<file path="config.mk">
export PLATFORM = sky130hd
export DESIGN_NAME = gmupc_queue
export DESIGN_NICKNAME = d
export VERILOG_FILES = /design/src/design/gmupc_queue.sv
export SDC_FILE = /design/constraint.sdc
export NUM_CORES = 1
export LEC_CHECK = 0
export BUFFER_PORTS_ARGS = -buffer_cell sky130_fd_sc_hd__buf_2
export CAP_MARGIN = 20
export CORE_AREA = 2 2 59 103
export DETAILED_ROUTE_END_ITERATION = 16
export DIE_AREA = 0 0 61 105
export PLACE_DENSITY = 0.72
export SYNTH_ARGS = -nofsm -noshare
export SYNTH_HDL_FRONTEND = slang
export SYNTH_SLANG_ARGS = --single-unit
</file>
<file path="constraint.sdc">
create_clock -name clk -period 3.65 [get_ports clk]
set_clock_uncertainty 0.2 [all_clocks]
set_input_delay 0.1825 -clock clk [delete_from_list [all_inputs] [get_ports clk]]
set_output_delay 0.1825 -clock clk [all_outputs]
set_load 0.02 [all_outputs]
</file>
<file path="src/design/gmupc_queue.sv">
// Two-entry queue between the front and the back part.
`timescale 1ns / 1ps
`default_nettype none
module gmupc_queue #(
	parameter int W = 33
) (
	input  wire logic         clk,
	input  wire logic         arst_n,
	input  wire logic         push_valid,
	output logic              push_ready,
	input  wire logic [W-1:0] push_data,
	output logic              pop_valid,
	input  wire logic         pop_ready,
	output logic [W-1:0]      pop_data
);

	logic [W-1:0] ent_q [2];
	logic         wr_ptr_q;
	logic         rd_ptr_q;
	logic [1:0]   count_q;
	logic         push;
	logic         pop;

	assign push_ready = (count_q != 2'd2);
	assign pop_valid = (count_q != 2'd0);
	assign pop_data = ent_q[rd_ptr_q];
	assign push = push_valid && push_ready;
	assign pop = pop_valid && pop_ready;

	always_ff @(posedge clk) begin
		if (push) begin
			ent_q[wr_ptr_q] <= push_data;
		end
	end

	always_ff @(posedge clk or negedge arst_n) begin
		if (!arst_n) begin
			wr_ptr_q <= 1'b0;
			rd_ptr_q <= 1'b0;
			count_q <= 2'd0;
		end else begin
			if (push) begin
				wr_ptr_q <= ~wr_ptr_q;
			end
			if (pop) begin
				rd_ptr_q <= ~rd_ptr_q;
			end
			if (push && !pop) begin
				count_q <= count_q + 2'd1;
			end else if (pop && !push) begin
				count_q <= count_q - 2'd1;
			end
		end
	end

endmodule
`default_nettype wire

</file>
== Word level (Yosys, flattened, before mapping) ==
Memories as Yosys holds them, arrays and structs flattened.
Index checks and enable logic that the tools add are counted.

* Add/subtract/negate cells: 2
* Reductions and logical operators: 8
* Bitwise logic cells: 2
* Muxes and demuxes: 4
* Equal/unequal tests: 1

{| class="wikitable"
|+ Operators with widths
! kind !! number
|-
| $logic_and A1 B1 Y1 || 4
|-
| $mux W2 || 2
|-
| $reduce_bool A2 Y1 || 2
|-
| $add A2 B1 Y2 const B || 1
|-
| $logic_not A1 Y1 || 2
|-
| $mux W1 || 2
|-
| $ne A2 B2 Y1 const B || 1
|-
| $not A1 Y1 || 2
|-
| $sub A2 B1 Y2 const B || 1
|}

* Input bits: 37
* Memories: 1
* RAM bits: 66
* Logic and storage cells: 21
* Output and inout bits: 35
* Bits in registers: 4

{| class="wikitable"
|+ Memory list
! name !! depth !! width !! rd ports !! clocked after memory_dff !! write ports !! RTL line !! RTL
|-
| ent_q || 2 || 33 || 1 || 0 || 1 || 17 || <nowiki>logic [W-1:0] ent_q [2];</nowiki>
|}

== Depth between registers and ports, before layout ==
* Depth in word-level cells: 6
* Mapped depth: 7
* Mapped depth without buffers: 7

== Worst setup path before layout ==
OpenSTA, ideal clock, no wires.

* Kind: flip-flop to flip-flop
* From: register count_q[0]
* To: memory ent_q[0][0] (enable)
* Path buffers: 0
* Path slack: 0.832 ns
* Arrival: 2.195 ns
* Cell stages (with the launch flop): 4
* Data required time: 3.027 ns
* Period minus slack after synthesis: 2.818 ns
* Library setup time: 0.423 ns
* Cells stage by stage: dfrtp_1 -> nand2b_1 -> nand2_1 -> nor2_1

* Longest elaborated chain between the ends: 4

{| class="wikitable"
|+ RTL lines
! element !! RTL line !! RTL
|-
| from (decl) || 20 || <nowiki>logic [1:0] count_q;</nowiki>
|-
| from (signal assigned) || 49 || <nowiki>count_q <= count_q + 2'd1;</nowiki>
|-
| from (signal assigned) || 51 || <nowiki>count_q <= count_q - 2'd1;</nowiki>
|-
| $ne A2 B2 Y1 || 24 || <nowiki>assign push_ready = (count_q != 2'd2);</nowiki>
|-
| net push_ready || 10 || <nowiki>output logic push_ready,</nowiki>
|-
| $logic_and A1 B1 Y1 || 27 || <nowiki>assign push = push_valid && push_ready;</nowiki>
|-
| $mux W1 || 31 || <nowiki>if (push) begin</nowiki>
|-
| $mux W1 (implied by the code) || 32 || <nowiki>ent_q[wr_ptr_q] <= push_data;</nowiki>
|-
| to (decl) || 17 ||
|}

The timed path passes the listed nets, and every way through them passes these cells.

== Final worst setup path ==
* From: register rd_ptr_q
* To: output pop_data[26]

* Longest elaborated chain between the ends: 1

{| class="wikitable"
|+ RTL lines
! element !! RTL line !! RTL
|-
| from (decl) || 19 || <nowiki>logic rd_ptr_q;</nowiki>
|-
| from (signal assigned) || 46 || <nowiki>rd_ptr_q <= ~rd_ptr_q;</nowiki>
|-
| $mem_v2 Z2 W33 || n/a ||
|-
| to (decl) || 14 || <nowiki>output logic [W-1:0] pop_data</nowiki>
|}

No other way between the ends.

==> impl_metrics.ini <==
[status]
outcome = finished, final reports clean

[drt]
totalWireLength_microns = 4610
routed-via-count = 1452
first_pass_iters = 4
postRouteAntennaNets = 0
drt_iter0_markers = 54
vias_per_cell = 4.58
wl_per_cell_microns = 14.6
drcViolationCount = 0

[sta]
maxClockFrequency_mhz = 427
rsz0062_at_grt = no
setup_tns_ps = 0
worst_pin_slew_ps = 1020
fin_crit_ps = 2340
slew_headroom_pct = 31.8
fin_crit_sh_pct = 64.2
setup_viol = 0
whs_ps = 31.7
hold_viol_final = 0
final_max_slew_viol_count = 0

[setup_path]
required_ps = 3270
r2r_end = ent_q[1][25]
rr_worst_depth = 3
end_kind = primary output
path_cells = mux2_2 > buf_2
cp-start-kind = flop
slowest_stage = dfrtp_2
rrSetupSlack_ps = 1530
worstSetupPathType = flop to primary output
max_stage_delay_ps = 1040
arrival_ps = 1960
worstPathMaxFanout = 34
r2r_start = count_q[0]

[finish]
syn2layout_area_growth_pct = 33.7
nFillCells = 402
fin_nets = 274
diodes = 0
drive_gt1_share_pct = 49.4

[yosys]
yosys_register_bits = 70
postSynthCellCount = 121
syn_nets = 159
synth_cell_type_count = 15
yosysSeqAreaShare_pct = 76.3
avgSynthCellArea_sq_um = 22.5
synth_warnings = 0
syn-cell-area_sq_um = 2730

[pwr]
peakVddDrop_mv = 0.576
power_density_nw_per_um2 = 747
p_leak_nw = 1.48

[job]
max_cap_viol_count = 0

[worst_hold_path]
hp-start = push_valid
holdPathEnd = wr_ptr_q
hold_path_depth = 3
hp-class = primary input to flop

[floorplan]
core_sq_um = 5540
initial_core_util_pct = 49.2
dieWidth_microns = 61
io_pins = 72
die-area_sq_um = 6410
chipHeight_microns = 105
placementRows = 36

[clock_tree]
clkSlewWorstSetupHoldPaths_ps = 60
cts_buffer_depth = 2
clock-sinks = 70
cts_buffers = 9
cts_resized = 0
insertion_delay_ps = 320
ctsHtreeMaxLevel = 3
cts_tree = done
clock-root-buffer = clkbuf_8

[global_routing]
grt_usage_pct = 16.1
grt-ovfl-total = 0
grt_pass1_wl_microns = 7240
grt_max_degree = 35
grt_pass1_vias = 1600
antenna_found_initial = 0

[place]
gp_congestion = 0.689
io_buffers = 71
state kept, by name (all words and copies together), names as in the netlist:
name / cells
count_q: 2
wr_ptr_q: 1
rd_ptr_q: 1
ent_q: 66
where the power goes:
| part | switching, mW | total [mW] | internal [mW] |
|---|---|---|---|
| combinational | 0.479 | 0.952 | 0.473 |
| sequential | 0.156 | 1.26 | 1.10 |
| clock | 0.247 | 0.511 | 0.264 |
| total | 0.882 | 2.72 | 1.84 |
routing by layer:
layer  track usage [%]  wire [microns]  part of all wire [%]  vias to the layer above
met5                 0               0                     0                        -
met2              26.7            2540                    55                       52
li1                  -               -                     -                      696
met4              8.85             121                   2.6                        0
met3              5.45             206                   4.5                       11
met1              17.0            1750                    38                      693
metrics by stage:
stage	utilization (%)	setup WS (ps)	cells	power [mW]	instance area [sq um]
after floorplan	-	832	121	2.00	2730
after global placement	56.4	1620	265	2.18	3120
after detailed placement	56.4	1520	265	2.21	3120
after CTS	65.8	1280	317	2.76	3650
after global routing	65.8	1230	317	2.86	3650
final	65.8	1310	317	2.72	3650
Yosys cell counts:
library cell / instances / area, sq um
edfxtp_1: 66 / 1980
mux2_4: 29 / 435
dfrtp_1: 4 / 100
mux2_2: 4 / 45.0
buf_12: 3 / 60.1
xnor2_1: 3 / 26.3
nand2_1: 2 / 7.51
nor2_1: 2 / 7.51
xor2_1: 2 / 17.5
and3_1: 1 / 6.26
buf_6: 1 / 11.3
ha_1: 1 / 12.5
inv_1: 1 / 3.75
nand2b_1: 1 / 6.26
or2_1: 1 / 6.26
worst max-delay path by stage:
stage | start | endpoint | slack [ps] | depth (start not counted)
final | rd_ptr_q | pop_data[26] | 1310 | 2
after global routing | rd_ptr_q | pop_data[26] | 1230 | 2
after CTS | rd_ptr_q | pop_data[25] | 1280 | 2
after detailed placement | count_q[0] | ent_q[1][32] | 1520 | 3
after global placement | count_q[0] | ent_q[1][4] | 1620 | 3
after floorplan | count_q[0] | ent_q[0][0] | 830 | 3
final cells by class:
cell class | count | area [sq um] | area share, %
tap | 76 | 95.1 | 2.61
timing repair buffer | 108 | 723 | 19.8
sequential | 70 | 2080 | 57.1
clock inverter | 2 | 10.0 | 0.275
clock buffer | 14 | 153 | 4.19
multi-input combinational | 46 | 578 | 15.9
inverter | 1 | 3.75 | 0.103
cells by family after synthesis:
logic type,Yosys count,share of synthesized area [%]
xor+xnor,5,1.61
fa+ha+maj,1,0.459
buf+inv,5,2.75
flops,70,76.3
mux,33,17.6
simple gates,7,1.24
layout by cell type (no fill, tap or decap):
cell	Yosys	final
clkbuf_1	0	4
dfrtp_2	0	1
inv_1	1	1
buf_2	0	71
buf_4	0	1
xor2_1	2	2
nor2_1	2	1
dlygate4sd3_1	0	36
clkbuf_8	0	10
nand2b_1	1	1
dfrtp_1	4	3
mux2_4	29	29
nor2_4	0	1
clkinv_2	0	2
ha_1	1	1
xnor2_1	3	3
edfxtp_1	66	66
or2_1	1	1
and3_1	1	1
nand2_1	2	2
mux2_2	4	4
repair_timing:
item                                    in CTS  in global routing
hold endpoints to repair                    71                  0
endpoints found under the setup margin       0                  0
buffers inserted                             0                  0
hold buffers                                36                  0
worst max-delay path: cells and delay by family, from the launching register on:
kind                   cells  cell delay (ps)
buffers and inverters      1              160
DFF                        1             1040
muxes                      1              420
No activity file was read; power rests on OpenSTA's default activity.
