`src/design/gmupc_pkg.sv`:
```
// Shared widths and the cell classification word for the grid uphill path cost block.
`timescale 1ns / 1ps
`default_nettype none
package gmupc_pkg;

	localparam int COST_W = 32;
	localparam int OUT_W = 31;
	localparam int SIDE_CFG_W = 11;

	localparam logic [COST_W-1:0] COST_SAT = {COST_W{1'b1}};
	localparam logic [OUT_W-1:0] OUT_SAT = {OUT_W{1'b1}};

	// Position of a cell in its grid, decided at the front.
	typedef struct packed {
		logic top_row;
		logic left_col;
		logic last_cell;
	} cell_kind_t;

endpackage
`default_nettype wire

```
`src/design/gmupc_front.sv`:
```
// Front part: accepts cell heights, tracks row and column, classifies each cell.
`timescale 1ns / 1ps
`default_nettype none
module gmupc_front #(
	parameter int MAX_SIDE = 1024,
	parameter int HEIGHT_BITS = 20,
	parameter int COL_W = 10
) (
	input  wire logic                                 clk,
	input  wire logic                                 arst_n,
	input  wire logic                                 cfg_valid,
	input  wire logic [gmupc_pkg::SIDE_CFG_W-1:0]     grid_side,
	input  wire logic                                 in_valid,
	output logic                                      in_ready,
	input  wire logic [HEIGHT_BITS-1:0]               height,
	output logic                                      push_valid,
	input  wire logic                                 push_ready,
	output logic [HEIGHT_BITS-1:0]                    push_height,
	output logic [COL_W-1:0]                          push_col,
	output gmupc_pkg::cell_kind_t                     push_kind
);

	logic [COL_W-1:0] col_q;
	logic [COL_W-1:0] row_q;
	logic [COL_W-1:0] side_m1_q;
	logic [31:0]      gs32;
	logic [COL_W-1:0] side_m1_new;
	logic             push;
	logic             col_end;

	// Clamp the written side into [2, MAX_SIDE] and keep side minus one.
	always_comb begin
		gs32 = 32'(grid_side);
		if (gs32 < 32'd2) begin
			side_m1_new = COL_W'(1);
		end else if (gs32 > 32'(MAX_SIDE)) begin
			side_m1_new = COL_W'(MAX_SIDE - 1);
		end else begin
			side_m1_new = COL_W'(gs32 - 32'd1);
		end
	end

	assign in_ready = push_ready;
	assign push_valid = in_valid;
	assign push = in_valid && push_ready;
	assign push_height = height;
	assign push_col = col_q;
	assign col_end = (col_q == side_m1_q);

	always_comb begin
		push_kind.top_row = (row_q == '0);
		push_kind.left_col = (col_q == '0);
		push_kind.last_cell = col_end && (row_q == side_m1_q);
	end

	always_ff @(posedge clk or negedge arst_n) begin
		if (!arst_n) begin
			col_q <= '0;
			row_q <= '0;
			side_m1_q <= COL_W'(1);
		end else if (cfg_valid) begin
			col_q <= '0;
			row_q <= '0;
			side_m1_q <= side_m1_new;
		end else if (push) begin
			if (push_kind.last_cell) begin
				col_q <= '0;
				row_q <= '0;
			end else if (col_end) begin
				col_q <= '0;
				row_q <= row_q + COL_W'(1);
			end else begin
				col_q <= col_q + COL_W'(1);
			end
		end
	end

endmodule
`default_nettype wire

```
`config.mk`:
```
export PLATFORM = sky130hd
export DESIGN_NAME = gmupc_front
export DESIGN_NICKNAME = d
export VERILOG_FILES = /design/src/design/gmupc_pkg.sv /design/src/design/gmupc_front.sv
export SDC_FILE = /design/constraint.sdc
export NUM_CORES = 1
export LEC_CHECK = 0
export BUFFER_PORTS_ARGS = -buffer_cell sky130_fd_sc_hd__buf_4
export CORE_MARGIN = 10
export CORE_UTILIZATION = 37
export DETAILED_ROUTE_END_ITERATION = 12
export PLACE_DENSITY_LB_ADDON = 0.05
export SETUP_SLACK_MARGIN = 0.05
export SYNTH_ARGS = -nofsm -noshare
export SYNTH_HDL_FRONTEND = slang
export SYNTH_SLANG_ARGS = --single-unit
```
`constraint.sdc`:
```
create_clock -name clk -period 4.85 [get_ports clk]
set_input_delay 0.2425 -clock clk [delete_from_list [all_inputs] [get_ports clk]]
set_output_delay 0.2425 -clock clk [all_outputs]
set_load 0.03 [all_outputs]
```
### Word level (Yosys, flattened, before mapping)

Cells that the tools add are included.

| cells by class | value |
|---|---|
| add/sub/neg operators | 3 |
| multipliers | 0 |
| divide/modulo/power cells | 0 |
| magnitude comparators | 2 |
| eq/ne operators | 2 |
| shift operators | 0 |
| multiplexer cells | 10 |
| bitwise logic cells | 0 |
| reductions and logical operators | 7 |

Operators with widths:

| operator | count |
|---|---|
| 2-to-1 mux 10 bit | 10 |
| adder 10 x 1 -> 10 bit, second input constant | 2 |
| == test 10 bit | 2 |
| zero test 10 bit | 2 |
| > comparator 11 bit, second input constant | 1 |
| less-than comparator 11 x 2 -> 1 bit, second input constant | 1 |
| subtractor 10 x 1 -> 10 bit, second input constant | 1 |
| nonzero test 3 bit | 1 |
| logical AND 1 bit | 2 |
| AND reduction 2 bit | 1 |
| nonzero test 2 bit | 1 |

| word-level totals | value |
|---|---|
| bits in registers | 30 |
| latch bits | 0 |
| RAM bits | 0 |
| memory bits (read-only) | 0 |
| bits of input ports | 36 |
| output and inout bits | 35 |
| word-level logic and storage cells | 27 |
| memories | 0 |

### Depth between registers and ports, before layout

Gate-level depths: netlist of run 1.

| depth | value |
|---|---|
| word-level depth | 5 |
| depth in mapped cells | 7 |
| mapped depth without buffers | 6 |

### Worst setup path after synthesis of run 1

Ideal clock, no wire load.

| path | value |
|---|---|
| path kind | reg-to-output |
| start | reg col_q[4], in the netlist push_col[4] |
| end | out push_kind[1] (netlist name) |
| data arrival time | 1929 ps |
| required time | 4608 ps |
| setup slack | 2679 ps |
| cell stages (with the launch flop) | 5 |
| path buffers | 1 |
| path through | dfrtp_1 -> clkbuf_2 -> nor4_1 -> nand3b_1 -> nor4_1 |

RTL lines:

| what | line | text |
|---|---|---|
| start, declared | gmupc_front.sv:23 | `logic [COL_W-1:0] col_q;` |
| start signal, assigned | gmupc_front.sv:73 | `col_q <= col_q + COL_W'(1);` |
| end, declared | gmupc_front.sv:20 | `output gmupc_pkg::cell_kind_t push_kind` |

==> flow_summary.yaml, run 1 <==
yosys:
  synth_compound_area_share_pct: 16.78
  synthMuxAreaShare_pct: 0
  synth_async_sr_flop_share_pct: 100.0
  synth_top_family_by_area: "simple AND/OR/NAND/NOR gates"
  synth_most_common_cell: "dfrtp_1"
  ys_ff_latch: 30
  synth-simple-area-share_pct: 21.97
  syn_inst: 232
  synth_edf_count: 0
  synth_adder_area_share_pct: 2.914
  ys_seq_area_share_pct: 35.02
  syn_area_sq_um: 2147
  synth_common_cells: "dfrtp_1 (29), xor2_1 (24), buf_4 (22)"
  avgSynthCellArea_sq_um: 9.255
  synthDistinctLibCells: 45
  netlist.top_cell.by_area: "dfrtp_1"
  synth_top_area_share_pct: 33.80
  synth_flop_cell: "dfrtp_1"
  netlist_top_cells_area: "dfrtp_1 (34%), xor2_1 (9.8%), buf_4 (7.7%)"
  synth-xor-area-share_pct: 11.83
  synth_nets: 273
  yosys_warnings: 0
floorplanning:
  core-area_sq_um: 5574
  rows: 27
  die_h_um: 96.18
  die_w_um: 96.18
  die_area_sq_um: 9250
  io_pins: 71
  initial_core_util_pct: 38.52
cts:
  post_cts_buffers: 0
  insertion_delay_ps: 280
  cts_tree: "yes"
  numClockSinks: 30
  cts-root-buf: "clkbuf_8"
  clk_pin_slew_ps: 60
  clock_path_buffers: 2
  numCtsBuffers: 5
  htree_levels: 2
timing:
  hold_slack_ps: 243.0
  finalSetupTns_ps: 0
  final_hold_viol_count: 0
  clock_skew_ps: 4.031
  rsz0062_at_grt: "false"
  finalCritPeriodShare_pct: 44.55
  slew_violations: 0
  slew_headroom_pct: 63.37
  finalWorstSetupSlack_ps: 2689
  fmax_ghz: 0.4628
  setup-violations-final: 0
  period_needed_ps: 2161
  worst_slew_pin_slew_ps: 548.9
placed_design:
  post_dp_cell_area_sq_um: 2261
  place_ws_ps: 2857
  place_hpwl_um: 3801
  dp_cells: 305
  gp_congestion: 0.7847
  io_buffer_count: 30
routing:
  dr.pass1.iters: 4
  wirelength_um: 5087
  wl_met2_um: 2345
  via_per_inst: 5.274
  top_layer_used: "met4"
  route.met3.wl_um: 259
  drtIter0Drc: 50
  remaining_drc_errors: 0
  vias: 1656
  wl_met1_um: 2404
  ant_nets: 0
  wire_per_inst_um: 16.20
critical_path:
  end_kind: "output port"
  cp_slowest_cell: "dfrtp_1"
  path_max_fanout: 7
  critical_path.cell_chain: "xor2_1, nor4_4, nand3_4, nor2_1, buf_4"
  cp.arrival_ps: 1920
  cp.required_ps: 4610
  start_kind: "flop"
  crit_type: "reg2out"
  cpPeakStageDelay_ps: 460
pwr:
  total_power_uw: 561.8
  internal-power_uw: 407.5
  switching_share_pct: 27.47
  power.density_nw_per_um2: 237.8
  p_comb_share_pct: 14.4
  vdd_drop_max_mv: 0.08183
  power_switching_uw: 154.3
  clockPowerShare_pct: 37.1
  seqPwrFrac_pct: 48.5
  leakagePower_nw: 1.035
global_routing:
  grt_util_all_layers_pct: 11.71
  grt_pass1_wl_um: 8542
  antenna_found_initial: 0
  overflow: 0
  grt_pass1_vias: 1732
  grt_max_degree: 31
cells_and_area:
  antenna_cells: 0
  num-fill-cells: 584
  final_area_sq_um: 2362
  syn_to_final_growth_pct: 10.02
  fin_cells: 314
  postLayoutCoreUtil_pct: 42.38
  drive_gt1_share_pct: 19.83
  nets: 282
min_path:
  hold_path.class: "in2reg"
flow_run:
  drv_cap: 0
outcome:
  outcome: "finished, final reports clean"
==> kinds of logic (layout without fill, tap and decap cells) <==
group | after synthesis | count (layout)
AO/OA/AOI/OAI | 49 | 49
XOR/XNOR | 29 | 29
adder cells (fa/ha/maj) | 5 | 5
buffers and inverters | 41 | 51
flip-flops | 30 | 30
AND/OR/NAND/NOR | 78 | 78
==> worst max-delay path: cells and delay by family (launching register included) <==
| kind | cells | cell delay [ps] |
|---|---|---|
| and+or+nand+nor | 3 | 770 |
| DFF | 1 | 460 |
| buffers and inverters | 1 | 190 |
| xor gates and xnor gates | 1 | 210 |
==> worst paths after layout <==
check                      cells past startpoint      endpoint  slack (ps)          start
max                                            5  push_kind[0]        2690    push_col[0]
min                                            3  side_m1_q[9]         240  grid_side[10]
max reg2reg                                    5      row_q[3]        2860    push_col[0]
min reg2reg                                    1  side_m1_q[0]         540   side_m1_q[0]
max in group asynchronous                      2  side_m1_q[0]        4100         arst_n
min in group asynchronous                      2      row_q[4]         430         arst_n
==> cells in the final DEF, fill, tap and decap left out, types with 3 or more instances in the layout <==
cell type  netlist  layout
buf_4           22      30
dfrtp_1         29      29
xor2_1          24      24
nor2_1          19      19
o21ai_0         13      13
inv_1           11      11
nand2_1          9       9
nor4_1           8       8
o2bb2ai_1        8       8
a22o_1           8       8
nor2b_1          7       7
a21oi_1          7       7
nand3_1          6       6
clkbuf_8         0       6
or3_1            5       5
xnor2_1          5       5
and3_1           5       5
ha_1             5       5
nor3_1           4       4
nand3b_1         3       3
==> power groups by stage <==
stage	sequential, mW	combinational [mW]	clock [mW]
floorplan	0.274	0.0820	0
global placement	0.277	0.0816	0
detailed placement	0.277	0.0811	0
CTS	0.273	0.0823	0.216
global route	0.274	0.0904	0.223
finish	0.273	0.0808	0.208
==> layout make-up <==
cell class                 count  area [sq um]  area share (%)
inverter                      12         45.04           1.907
clock buffer                   7         86.33           3.655
sequential                    30         752.0           31.83
clock inverter                 1         5.005          0.2119
tap                           72         90.09           3.814
timing repair buffer          31         235.2           9.958
multi-input combinational    161          1149           48.62
==> layer usage <==
layer | vias up | track usage, %
met5 | - | 0
li1 | 816 | -
met2 | 39 | 18.44
met4 | 0 | 4.791
met3 | 7 | 3.424
met1 | 794 | 14.62
==> registers in the layout, summed over array words and instances (netlist names) <==
| name | flops |
|---|---|
| row_q | 10 |
| side_m1_q | 10 |
| push_col | 10 |
==> what timing repair did <==
item                                   4_1_cts  5_1_grt
endpoints found under the hold margin       29        0
gates resized for setup                      0        0
hold buffers                                 1        0
Note: power is estimated with default switching activity, not from simulation.
==> inputs of run 2 (changes only) <==
Clock period 4.85 ns to 2.3 ns, I/O delays scaled along.
==> run 2 against run 1 <==
Against the previous run: global-route usage rose by 0.28 points; first-iteration DRC count rose by 48%; die area stayed put; final cell count rose by 0.32%; utilization grew 0.47 points; clock power up 140%; critical endpoint unchanged; sequential power rose by 110%; worst hold slack worse by 140 ps; power is 120% higher.
==> flow_summary.yaml, run 2 (synthesis results as in run 1) <==
critical_path:
  critical_path.cell_chain: "xor2_1, nor4_4, nand3_4, nor2_1, buf_4"
  path_max_fanout: 7
  ff2ff_path_depth: 5
  crit_type: "reg2out"
  start_kind: "flop"
  cp.required_ps: 2180
  cpPeakStageDelay_ps: 460
  timing.rr.start: "row_q[9]"
  cp.arrival_ps: 1880
  cp_slowest_cell: "dfrtp_1"
  startpoint: "push_col[7]"
  end_kind: "output port"
cts:
  numClockSinks: 30
  cts-root-buf: "clkbuf_8"
  htree_levels: 2
  numCtsBuffers: 5
  clk_pin_slew_ps: 70
  cts_tree: "yes"
  clock_path_buffers: 2
  insertion_delay_ps: 290
timing:
  hold_slack_ps: 105.8
  slew_violations: 0
  finalSetupTns_ps: 0
  fmax_ghz: 0.5001
  period_needed_ps: 2000
  clock_skew_ps: 6.541
  worst_slew_pin_slew_ps: 559.0
  finalCritPeriodShare_pct: 86.94
  setup-violations-final: 0
  rsz0062_at_grt: "false"
  slew_headroom_pct: 62.60
  final_hold_viol_count: 0
cells_and_area:
  postLayoutCoreUtil_pct: 42.85
  drive_gt1_share_pct: 20.58
  num-fill-cells: 563
  multi_input_area_sq_um: 1149
  seq_area_sq_um: 752.0
  mostFrequentLayoutCells: "buf_4 (31), dfrtp_1 (29), xor2_1 (24)"
  antenna_cells: 0
  fin_cells: 315
  mostFrequentLayoutCell: "buf_4"
  nets: 283
  syn_to_final_growth_pct: 11.25
global_routing:
  grt_pass1_wl_um: 8756
  grt_util_all_layers_pct: 11.99
  antenna_found_initial: 0
  top_usage_layer: "met2"
  grt_pass1_vias: 1748
  grtUsageMet3_pct: 3.035
  grt_max_degree: 31
  overflow: 0
  met1_usage_pct: 15.45
  grtUsageMet2_pct: 18.95
routing:
  wirelength_um: 5100
  via_per_inst: 5.200
  drtIter0Drc: 74
  vias: 1638
  wire_per_inst_um: 16.19
  remaining_drc_errors: 0
  ant_nets: 0
  dr.pass1.iters: 4
placed_design:
  io_buffer_count: 30
  dp_cells: 306
  gp_congestion: 0.8012
  place_hpwl_um: 3842
pwr:
  power.density_nw_per_um2: 525.5
  total_power_mw: 1.255
  vdd_drop_max_mv: 0.1933
  leakagePower_nw: 1.049
floorplanning:
  die_h_um: 96.18
  io_pins: 71
  rows: 27
  core-area_sq_um: 5574
  die_area_sq_um: 9250
  initial_core_util_pct: 38.52
  die_w_um: 96.18
min_path:
  hp-start: "grid_side[10]"
  worstHoldPathCells: 3
  hold_path.class: "in2reg"
flow_run:
  drv_cap: 0
outcome:
  outcome: "finished, final reports clean"
==> run 2: cell type report <==
cell class | instances | area share [%]
multi-input combinational | 161 | 48.09
timing repair buffer | 32 | 10.16
inverter | 12 | 1.886
tap | 72 | 3.772
sequential | 30 | 31.48
clock buffer | 8 | 4.610
==> run 2: stage by stage <==
step                setup WS (ps)  cell area, sq um
floorplan                   256.2              2147
global placement            383.6              2268
detailed placement          381.6              2268
CTS                         298.2              2389
global route                136.9              2389
finish                      300.5              2389
==> run 2: repair_timing <==
item / in CTS / in global routing
endpoints found under the hold margin: 29 / 0
hold buffers: 1 / 0
gates resized for setup: 0 / 0
setup buffers: 0 / 0
==> run 2: worst paths after layout <==
| check | slack [ps] | to |
|---|---|---|
| max reg2reg | 350 | row_q[3] |
| min reg2reg | 540 | side_m1_q[0] |
| min | 110 | side_m1_q[9] |
| max in group asynchronous | 1680 | side_m1_q[0] |
| min in group asynchronous | 290 | row_q[4] |
| max | 300 | push_kind[0] |
==> run 2: critical path: cells and delay by family (launching register included) <==
family | cells | cell delay [ps]
xor gates and xnor gates | 1 | 200
buffers and inverters | 1 | 180
DFF | 1 | 460
and+or+nand+nor | 3 | 750
==> run 2: where the power goes <==
group | switching, mW | total, mW | internal (mW)
Sequential | 0.0276 | 0.575 | 0.547
Combinational | 0.0997 | 0.172 | 0.0720
Clock | 0.207 | 0.509 | 0.302
Total | 0.334 | 1.26 | 0.921
==> run 2: per-layer routing <==
metal | wire (um) | part of all wire (%)
met5 | 0 | 0
met4 | 80 | 1.6
met3 | 240 | 4.7
met2 | 2367 | 46
met1 | 2411 | 47
